`src/hdl/qfpu_pkg.sv`:
```
// Shared constants and opcodes for the quaternion fixed-point unit.
package qfpu_pkg;

    localparam int FRAC_BITS_DEF = 12;
    localparam int WORD_BITS_DEF = 32;
    localparam int FIELD_W       = 32;
    localparam int CMD_W         = 3;
    localparam int NUM_COMP      = 4;
    localparam int NUM_LANES     = 16;
    localparam int NUM_RES       = 9;

    localparam logic [CMD_W-1:0] CMD_ADD   = 3'd0;
    localparam logic [CMD_W-1:0] CMD_SUB   = 3'd1;
    localparam logic [CMD_W-1:0] CMD_MUL   = 3'd2;
    localparam logic [CMD_W-1:0] CMD_SCALE = 3'd3;
    localparam logic [CMD_W-1:0] CMD_NORM  = 3'd4;
    localparam logic [CMD_W-1:0] CMD_ROT   = 3'd5;

endpackage

```
`src/hdl/qfpu_opsel.sv`:
```
// Operand select stage: routes quaternion components to the multiplier lanes and forms add/sub results directly.
module qfpu_opsel #(
    parameter int WORD_BITS = qfpu_pkg::WORD_BITS_DEF
) (
    input  logic                                                aclk,
    input  logic                                                en,
    input  logic [qfpu_pkg::CMD_W-1:0]                          cmd,
    input  logic [qfpu_pkg::NUM_COMP-1:0][WORD_BITS-1:0]        a,
    input  logic [qfpu_pkg::NUM_COMP-1:0][WORD_BITS-1:0]        b,
    input  logic [WORD_BITS-1:0]                                sc,
    output logic [qfpu_pkg::NUM_LANES-1:0][WORD_BITS-1:0]       op_a_reg,
    output logic [qfpu_pkg::NUM_LANES-1:0][WORD_BITS-1:0]       op_b_reg,
    output logic [qfpu_pkg::NUM_COMP-1:0][WORD_BITS-1:0]        dir_reg
);

    logic [qfpu_pkg::NUM_LANES-1:0][WORD_BITS-1:0] op_a_next;
    logic [qfpu_pkg::NUM_LANES-1:0][WORD_BITS-1:0] op_b_next;
    logic [qfpu_pkg::NUM_COMP-1:0][WORD_BITS-1:0]  dir_next;

    always_comb begin
        op_a_next = '0;
        op_b_next = '0;
        dir_next  = '0;
        case (cmd)
            qfpu_pkg::CMD_ADD: begin
                for (int i = 0; i < qfpu_pkg::NUM_COMP; i++) begin
                    dir_next[i] = a[i] + b[i];
                end
            end
            qfpu_pkg::CMD_SUB: begin
                for (int i = 0; i < qfpu_pkg::NUM_COMP; i++) begin
                    dir_next[i] = a[i] - b[i];
                end
            end
            qfpu_pkg::CMD_MUL: begin
                // lane 4*i+j carries a[i]*b[j]
                for (int i = 0; i < qfpu_pkg::NUM_COMP; i++) begin
                    for (int j = 0; j < qfpu_pkg::NUM_COMP; j++) begin
                        op_a_next[i*qfpu_pkg::NUM_COMP+j] = a[i];
                        op_b_next[i*qfpu_pkg::NUM_COMP+j] = b[j];
                    end
                end
            end
            qfpu_pkg::CMD_SCALE: begin
                for (int i = 0; i < qfpu_pkg::NUM_COMP; i++) begin
                    op_a_next[i] = sc;
                    op_b_next[i] = a[i];
                end
            end
            qfpu_pkg::CMD_NORM: begin
                for (int i = 0; i < qfpu_pkg::NUM_COMP; i++) begin
                    op_a_next[i] = a[i];
                    op_b_next[i] = a[i];
                end
            end
            qfpu_pkg::CMD_ROT: begin
                // lanes: xx yy zz xy yz xz wx wy wz
                op_a_next[0] = a[1]; op_b_next[0] = a[1];
                op_a_next[1] = a[2]; op_b_next[1] = a[2];
                op_a_next[2] = a[3]; op_b_next[2] = a[3];
                op_a_next[3] = a[1]; op_b_next[3] = a[2];
                op_a_next[4] = a[2]; op_b_next[4] = a[3];
                op_a_next[5] = a[1]; op_b_next[5] = a[3];
                op_a_next[6] = a[0]; op_b_next[6] = a[1];
                op_a_next[7] = a[0]; op_b_next[7] = a[2];
                op_a_next[8] = a[0]; op_b_next[8] = a[3];
            end
            default: begin
                op_a_next = '0;
            end
        endcase
    end

    always_ff @(posedge aclk) begin
        if (en) begin
            op_a_reg <= op_a_next;
            op_b_reg <= op_b_next;
            dir_reg  <= dir_next;
        end
    end

endmodule

```
`config.mk`:
```
export PLATFORM = sky130hd
export DESIGN_NAME = qfpu_opsel
export DESIGN_NICKNAME = d
export VERILOG_FILES = /design/src/hdl/qfpu_pkg.sv /design/src/hdl/qfpu_opsel.sv
export SDC_FILE = /design/constraint.sdc
export NUM_CORES = 2
export LEC_CHECK = 0
export BUFFER_PORTS_ARGS = -buffer_cell sky130_fd_sc_hd__buf_2
export CAP_MARGIN = 0
export CORE_AREA = 2 2 564 566
export CTS_CLUSTER_DIAMETER = 80
export DETAILED_ROUTE_END_ITERATION = 8
export DIE_AREA = 0 0 566 568
export PLACE_DENSITY = 0.35
export SYNTH_ARGS = -nofsm -noshare
export SYNTH_HDL_FRONTEND = slang
export SYNTH_SLANG_ARGS = --single-unit
```
`constraint.sdc`:
```
create_clock -name aclk -period 16 [get_ports aclk]
set_clock_uncertainty 0.05 [all_clocks]
set_input_delay 4.8 -clock aclk [delete_from_list [all_inputs] [get_ports aclk]]
set_output_delay 4.8 -clock aclk [all_outputs]
set_load 0.01 [all_outputs]
```
==> flow_summary.ini <==
[min_path]
hold_class = in -> reg

[power_and_ir_drop]
clockPowerShare = 0.426
ir_drop_v = 0.0000661
p_seq_frac = 0.371
p_int_mw = 4.94
switchingPower_mw = 2.35
swShare = 0.323
leakage_nw = 25.7
power_frac_comb = 0.202
p_per_area_nw_per_um2 = 121

[placement]
dp_hpwl_um = 250000
io_buffers = 1444
place_congestion = 0.832

[cts]
clk_pin_slew_ns = 0.05
postCtsHoldBufs = 0
cts_setup_buffers = 0
clockBufferDepth = 4
clock_sinks = 832
cts_tree = yes
root_buffer = clkbuf_16
htreeDepth = 4
cts_made_buffers = 138
cts_resized = 0

[worst_setup_path]
path_max_fanout = 5
end_kind = flop
cp.required_ns = 16.49
critPathKind = in -> reg
start_kind = input port
arrival_ns = 10.54

[synthesis]
synth_top_area_share = 0.553
netlist_area_um2 = 45200
synth_seq_area_share = 0.553
netlist-cell-type-count = 82
ys_ff_latch = 832
synth_most_common_cell = edfxtp_1
ys_warn_count = 0
avgSynthCellArea_um2 = 11.8
syn_inst = 3826
synthTopCellsByArea = edfxtp_1 55%, buf_4 5.4%, a21o_1 4.3%
synth_edf_count = 832
ys.flop_type = edfxtp_1
yosysTopAreaCell = edfxtp_1
syn_nets = 4251
synth_common_cells = 832 x edfxtp_1, 331 x nand2_1, 323 x buf_4
synthArstFlopShare = 0

[route]
antenna_left = 0
vias = 37600
routed_wl_um = 316000
drc = 0
dr.first_iter.drc_count = 2727
drt_pass1_iterations = 7
viasPerCell = 4.04
avgRoutedWirePerCell_um = 33.9

[sta]
final.min_clock_period_ns = 10.04
tns_ns = 0
slew_headroom = 0.155
max_freq_mhz = 99.6
rsz0062_at_grt = no
drv_slew = 0
finalSetupViolCount = 0
hold_viol_final = 0
period_share = 0.628
tightestPinTransition_ns = 1.26
hold_ws_ns = 4.29

[layout]
largest_register_ffs = 384
area_delta_synth_final_pct = 32.9
num-nets-final = 5436
fillerInstances = 34900
final_layout_size_suffix_gt1_frac = 0.375

[floorplanning]
row_count = 207
die_x_um = 566
initial_core_util = 0.143
die-area_um2 = 321000
num_io_pins = 1445
core_area_um2 = 316000
die_h_um = 568

[global_routing]
grt_pass1_wl_um = 400000
grt.overflow.total = 0
antenna_found_initial = 126
grt_max_degree = 137
grt_use_total = 0.189
grt_pass1_vias = 37100

[run_status]
status = finished, final reports clean

[run]
drv_cap = 0
final timing paths:
kind | startpoint | to | cells after the start
worst min-delay path | b[127] | op_b_reg[511] | 2
worst max-delay path | b[34] | dir_reg[63] | 15
placed cells by master, fill, tap and decap left out, types with 21 or more instances in the layout:
cell          n
buf_2      1442
edfxtp_1    832
nand2_1     331
a21o_1      259
and2_1      222
o21ai_0     210
nor2_1      195
a21oi_1     149
mux2i_1     141
clkbuf_16   139
ha_1        128
mux2_2      124
xnor2_1     117
xor2_1       90
buf_4        86
a22o_1       65
nor3_1       52
inv_1        51
nand3_1      30
diode_2      29
nand4_1      23
o31ai_1      21
critical path, stage by stage:
cell	delay, ns
buf_2	0.16
nor3_1	1.01
nor4bb_1	1.06
and3b_1	0.49
nor2_1	0.09
xnor2_1	0.16
ha_1	0.37
nand2_1	0.07
o21ai_0	0.72
a31oi_1	0.17
o21ai_0	0.30
o211ai_1	0.35
o21ai_0	0.43
a221oi_1	0.18
mux2i_1	0.14
power by group through the flow:
| stage | Sequential (mW) | Combinational, mW | Clock, mW |
|---|---|---|---|
| after floorplan | 2.81 | 0.611 | 0 |
| after global placement | 2.75 | 1.51 | 0 |
| after detailed placement | 2.75 | 1.51 | 0 |
| after CTS | 2.71 | 1.51 | 3.22 |
| after global routing | 2.72 | 1.58 | 3.30 |
| final | 2.71 | 1.48 | 3.11 |
cell type report:
type	instances	area (um2)	share of cell area
well taps	4180	5230	0.0871
repair buffers	1536	8010	0.133
clock inverters	87	980	0.0163
diodes	29	72.6	0.00121
clock buffers	159	3550	0.0592
multi-input cells	2452	17000	0.283
flip-flops and latches	832	25000	0.416
inverters	51	191	0.00319
layer usage:
layer,track usage,share of wire,vias up
li1,-,-,16200
met1,0.246,0.44,19300
met2,0.310,0.46,1776
met3,0.0493,0.073,331
met4,0.0471,0.026,14
met5,0,0.00028,-
metrics by stage:
stage | worst slack [ns] | utilization | instance area, um2 | total power [mW] | instances
3_3_place_gp | 4.79 | 0.175 | 55400 | 4.27 | 9051
2_1_floorplan | 7.47 | - | 45200 | 3.42 | 3826
4_1_cts | 5.83 | 0.190 | 60000 | 7.45 | 9297
3_5_place_dp | 4.93 | 0.175 | 55400 | 4.26 | 9051
5_1_grt | 5.65 | 0.190 | 60000 | 7.61 | 9303
6_report | 5.96 | 0.190 | 60000 | 7.29 | 9326
cells by family (layout without fill, tap and decap cells):
group,Yosys count,in the layout,share of synthesized area
muxes,265,265,0.0622
other,0,29,0
AOI/OAI and AO/OA,856,856,0.127
xor gates and xnor gates,207,207,0.0401
buffers and inverters,542,1833,0.0724
and+or+nand+nor,992,992,0.108
adders and majority gates,132,132,0.0372
DFF,832,832,0.553
No activity file was read; power rests on OpenSTA's default activity.
