### config.mk
export PLATFORM = sky130hd
export DESIGN_NAME = qfpu_combine
export DESIGN_NICKNAME = d
export VERILOG_FILES = /design/src/hdl/qfpu_pkg.sv /design/src/hdl/qfpu_combine.sv
export SDC_FILE = /design/constraint.sdc
export NUM_CORES = 2
export LEC_CHECK = 0
export ABC_AREA = 1
export BUFFER_PORTS_ARGS = -buffer_cell sky130_fd_sc_hd__buf_2
export CORE_AREA = 2 2 366 368
export DETAILED_ROUTE_END_ITERATION = 16
export DIE_AREA = 0 0 368 370
export GPL_ROUTABILITY_DRIVEN = 1
export GPL_TIMING_DRIVEN = 0
export RECOVER_POWER = 50
export SETUP_SLACK_MARGIN = 0.05
export SYNTH_ARGS = -nofsm -noshare
export SYNTH_HDL_FRONTEND = slang
export SYNTH_SLANG_ARGS = --single-unit
### constraint.sdc
create_clock -name aclk -period 6.88 [get_ports aclk]
set_input_delay 1.376 -clock aclk [delete_from_list [all_inputs] [get_ports aclk]]
set_output_delay 1.376 -clock aclk [all_outputs]
set_load 0.1 [all_outputs]
### src/hdl/qfpu_pkg.sv
// Shared constants and opcodes for the quaternion fixed-point unit.
package qfpu_pkg;

    localparam int FRAC_BITS_DEF = 12;
    localparam int WORD_BITS_DEF = 32;
    localparam int FIELD_W       = 32;
    localparam int CMD_W         = 3;
    localparam int NUM_COMP      = 4;
    localparam int NUM_LANES     = 16;
    localparam int NUM_RES       = 9;

    localparam logic [CMD_W-1:0] CMD_ADD   = 3'd0;
    localparam logic [CMD_W-1:0] CMD_SUB   = 3'd1;
    localparam logic [CMD_W-1:0] CMD_MUL   = 3'd2;
    localparam logic [CMD_W-1:0] CMD_SCALE = 3'd3;
    localparam logic [CMD_W-1:0] CMD_NORM  = 3'd4;
    localparam logic [CMD_W-1:0] CMD_ROT   = 3'd5;

endpackage

### src/hdl/qfpu_combine.sv
// Sum stage: folds lane products into the per-operation result terms; add/sub results pass through.
module qfpu_combine #(
    parameter int WORD_BITS = qfpu_pkg::WORD_BITS_DEF
) (
    input  logic                                           aclk,
    input  logic                                           en,
    input  logic [qfpu_pkg::CMD_W-1:0]                     cmd,
    input  logic [qfpu_pkg::NUM_LANES-1:0][WORD_BITS-1:0]  p,
    input  logic [qfpu_pkg::NUM_COMP-1:0][WORD_BITS-1:0]   dir,
    output logic [qfpu_pkg::NUM_RES-1:0][WORD_BITS-1:0]    sum_reg
);

    logic [qfpu_pkg::NUM_RES-1:0][WORD_BITS-1:0] sum_next;

    always_comb begin
        sum_next = '0;
        case (cmd)
            qfpu_pkg::CMD_ADD, qfpu_pkg::CMD_SUB: begin
                for (int i = 0; i < qfpu_pkg::NUM_COMP; i++) begin
                    sum_next[i] = dir[i];
                end
            end
            qfpu_pkg::CMD_MUL: begin
                // cross terms carry the negated sign, i.e. b times a
                sum_next[0] = p[0] - p[5] - p[10] - p[15];
                sum_next[1] = p[1] + p[4] - p[11] + p[14];
                sum_next[2] = p[2] + p[7] + p[8] - p[13];
                sum_next[3] = p[3] - p[6] + p[9] + p[12];
            end
            qfpu_pkg::CMD_SCALE: begin
                for (int i = 0; i < qfpu_pkg::NUM_COMP; i++) begin
                    sum_next[i] = p[i];
                end
            end
            qfpu_pkg::CMD_NORM: begin
                sum_next[0] = p[0] + p[1] + p[2] + p[3];
            end
            qfpu_pkg::CMD_ROT: begin
                sum_next[0] = p[1] + p[2];
                sum_next[1] = p[3] - p[8];
                sum_next[2] = p[5] + p[7];
                sum_next[3] = p[3] + p[8];
                sum_next[4] = p[2] + p[0];
                sum_next[5] = p[4] - p[6];
                sum_next[6] = p[5] - p[7];
                sum_next[7] = p[4] + p[6];
                sum_next[8] = p[1] + p[0];
            end
            default: begin
                sum_next = '0;
            end
        endcase
    end

    always_ff @(posedge aclk) begin
        if (en) begin
            sum_reg <= sum_next;
        end
    end

endmodule

==> parameters.txt <==
Parameter                              Value

Status
  Run status ... complete, but fails checks
  Violated checks ... max-capacitance violations, max-slew violations

Pwr
  Worst ir drop on vdd ... 0.193 mV
  Cell internal pwr ... 5.90 mW
  P_sw ... 7.80 mW
  Power density over the cells ... 250 nW/um2
  Clock power frac ... 0.187
  Comb power frac ... 0.647
  Leakage ... 26.7 nW
  Sw Share ... 0.569
  Total power after layout ... ~14 mW
  Sequential fraction of design power ... 0.166

Hold path
  Launch point of the worst hold path ... dir[7]
  Hold Path End ... sum_reg[7]
  Count of cells along the worst hold path ... 2
  Hold WC Path Type ... primary input to flop

Drt
  Routed vias ... 55,400
  Detailed-route DRC error count ... 0
  Number of nets still failing antenna checks after routing ... 0
  Routed length per instance ... 32.6 um
  Iteration-0 DRC count of the detailed router ... 6,733
  Routed wire length ... 314 mm
  Via-per-instance ratio ... roughly 5.7
  DR pass1 iterations ... 6

Timing
  Worst slew slack as a fraction of its limit ... -0.956
  Smallest hold slack ... 0.970 ns
  Final worst slack ... 0.834 ns
  Slew at the pin with the worst max-slew slack ... 2.93 ns
  TNS Setup ... 0 ns
  Finish-stage setup viols ... 0
  Max Transition Viols Final ... 273
  Hold violation total from the final report ... 0
  Setup repair after global routing missed its margin ... no
  Final period util ... 0.879
  Final min period ... 6.05 ns
  Highest clock frequency the design can meet ... 0.165 GHz

Clock network
  Number of buffers on the longest clock path ... 3
  Master cell of the clock root buffer ... clkbuf_16
  Number of buffers created by CTS ... 43
  Total number of H-tree levels ... 2
  Clk slew on worst S/H paths ... 0.07 ns
  Number of clock sinks ... 287
  TritonCTS clock tree ... built
  Count of instances resized after the clock tree is built ... 0
  Setup fix buffers added after clock tree synthesis ... 0
  Count of hold buffers inserted by post-cts repair ... 0

Worst setup path
  Arrival time at the worst endpoint ... 6.38 ns
  Worst Setup Start Kind ... primary input
  Maximum net fanout on the critical path ... 5
  Kind of capture point of the worst setup path ... flop
  Worst setup path category ... primary input to flop
  Required @ worst endpoint ... 7.21 ns

Floorplanning
  Core area ... 132,000 um2
  Die width ... 368 um
  Overall die height ... about 370 um
  Row count ... 134
  Initial cell density of the core ... 0.351
  IO Count ... 933
  Die area ... 136,000 um2

Cells and area
  FF+latch area ... around 8600 um2
  Max FFs per register ... 287
  Final standard cell utilization of the core ... 0.414
  Post-route cell area ... 54,800 um2
  Fill cell instance count of the final layout ... ~15,000
  Most used cells in the layout excluding fill and tap cells ... nand2_1, inv_1, buf_2
  Synthesis-to-finish area growth ... 18.0%
  Layout cell share with drive strength beyond 1 ... 0.131
  Final-stage net count ... about 9,200
  Most frequent standard cell in the layout excluding fill and tap cells ... nand2_1
  Area taken by multi-input logic gates ... ~32,000 um2
  Non-filler instance count after layout ... about 9,600

Global routing
  Number of antenna violations at the first check in global routing ... 46
  Overall global routing resource usage ... 0.444
  Wire length of the first global-routing pass ... 416 mm
  Global route overflow ... 0
  Number of global-route vias before repair ... 52,000
  Largest net degree at the start of global routing ... 100

Placed design
  Port bufs ... 932
  Half-perimeter wire length of the detailed placement result ... 274 mm
  Routability cong. ... 1.07
  Minimum setup slack after placement ... 0.429 ns
  Total instance count after detailed placement ... 9,538
  Post-place instance area ... roughly 53,000 um2

Run
  Number of max-capacitance violations reported ... 8

Yosys
  Post-synthesis sequential area ratio ... 0.186
  Share of flip-flops with an asynchronous set or reset ... 0
  Mean cell area of the mapped netlist ... 6.80 um2
  Cell count after synthesis ... 6,833
  Number of flops mapped to enable cells by yosys ... 287
  Distinct cell type count after synthesis ... between 50 and 60
  Net count after synthesis ... ~8,200
  Commonest register cell after synthesis ... edfxtp_1
  Yosys warning total ... 0
  Netlist area before placement ... between 40,000 and 50,000 um2
  Number of register bits inferred by synthesis ... between 200 and 300
==> cell type report <==
class,count,share of cell area
multi-input cells,5135,0.592
flip-flops and latches,287,0.157
inverters,1283,0.0879
repair buffers,937,0.0830
well taps,1768,0.0404
clock buffers,48,0.0200
plain buffers,128,0.0106
clock inverters,32,0.00815
diodes,24,0.00110
==> worst max-delay path by stage <==
| stage | startpoint | end |
|---|---|---|
| 6_report | p[52] | sum_reg[27] |
| 5_1_grt | p[0] | sum_reg[31] |
| 4_1_cts | p[0] | sum_reg[31] |
| 3_5_place_dp | p[0] | sum_reg[31] |
| 3_3_place_gp | en | sum_reg[46] |
| 2_1_floorplan | p[0] | sum_reg[31] |
==> critical path, cell delays in order <==
cell and delay [ns]:
buf_2 0.46, ha_1 0.40, nand2_1 0.21, o21bai_1 0.11, a21oi_1 0.42, nand3_2 0.22
nand2_1 0.12, nand2_1 0.06, xor2_1 0.44, fa_1 0.51, ha_1 0.45, nand2_1 0.16
nor2_1 0.24, inv_1 0.10, nor2_1 0.14, and3_1 0.16, nand2_1 0.07, nand3_1 0.09
nand2_1 0.05, nand3_1 0.23, nand2_1 0.12, inv_1 0.07, nand3_1 0.17
==> synth_stat cells, drive strengths merged, types with 19 or more instances <==
master,n,area share
a31oi,19,0.0026
fa,289,0.12
o21ai,477,0.052
edfxtp,287,0.19
a22o,21,0.0040
clkbuf,65,0.0056
nor2,700,0.057
nand3b,68,0.011
inv,1283,0.10
a21boi,40,0.0067
o2111ai,32,0.0060
nand4,121,0.016
a21o,47,0.0076
a21oi,673,0.073
ha,434,0.12
nor3,83,0.0094
nand2,1341,0.11
or2,47,0.0063
o21a,49,0.0079
o21bai,74,0.012
buf,63,0.0068
xor2,20,0.0038
nand3,482,0.052
xnor2,41,0.0077
==> power groups by stage <==
| stage | clock network [mW] | registers [mW] | logic [mW] |
|---|---|---|---|
| final | 2.56 | 2.27 | 8.86 |
| after global routing | 2.61 | 2.28 | 9.42 |
| after CTS | 2.57 | 2.26 | 8.63 |
| after global placement | 0 | 2.31 | 8.57 |
| after detailed placement | 0 | 2.29 | 8.59 |
| after floorplan | 0 | 3.58 | 4.33 |
==> per-layer routing <==
metal	global-route usage	wire length [um]
met1	0.547	120000
met2	0.706	138000
met3	0.0946	31000
met4	0.282	24700
met5	0	190
==> logic make-up (layout without fill, tap and decap cells) <==
| kind of cell | after synthesis | count (layout) | synth area share |
|---|---|---|---|
| AO/OA/AOI/OAI | 1481 | 1481 | 0.181 |
| other | 0 | 24 | 0 |
| adder cells (fa/ha/maj) | 723 | 723 | 0.242 |
| AND/OR/NAND/NOR | 2870 | 2870 | 0.264 |
| flip-flops | 287 | 287 | 0.186 |
| XOR/XNOR | 61 | 61 | 0.0115 |
| buffers and inverters | 1411 | 2428 | 0.116 |
(Power assumes the default switching activity.)
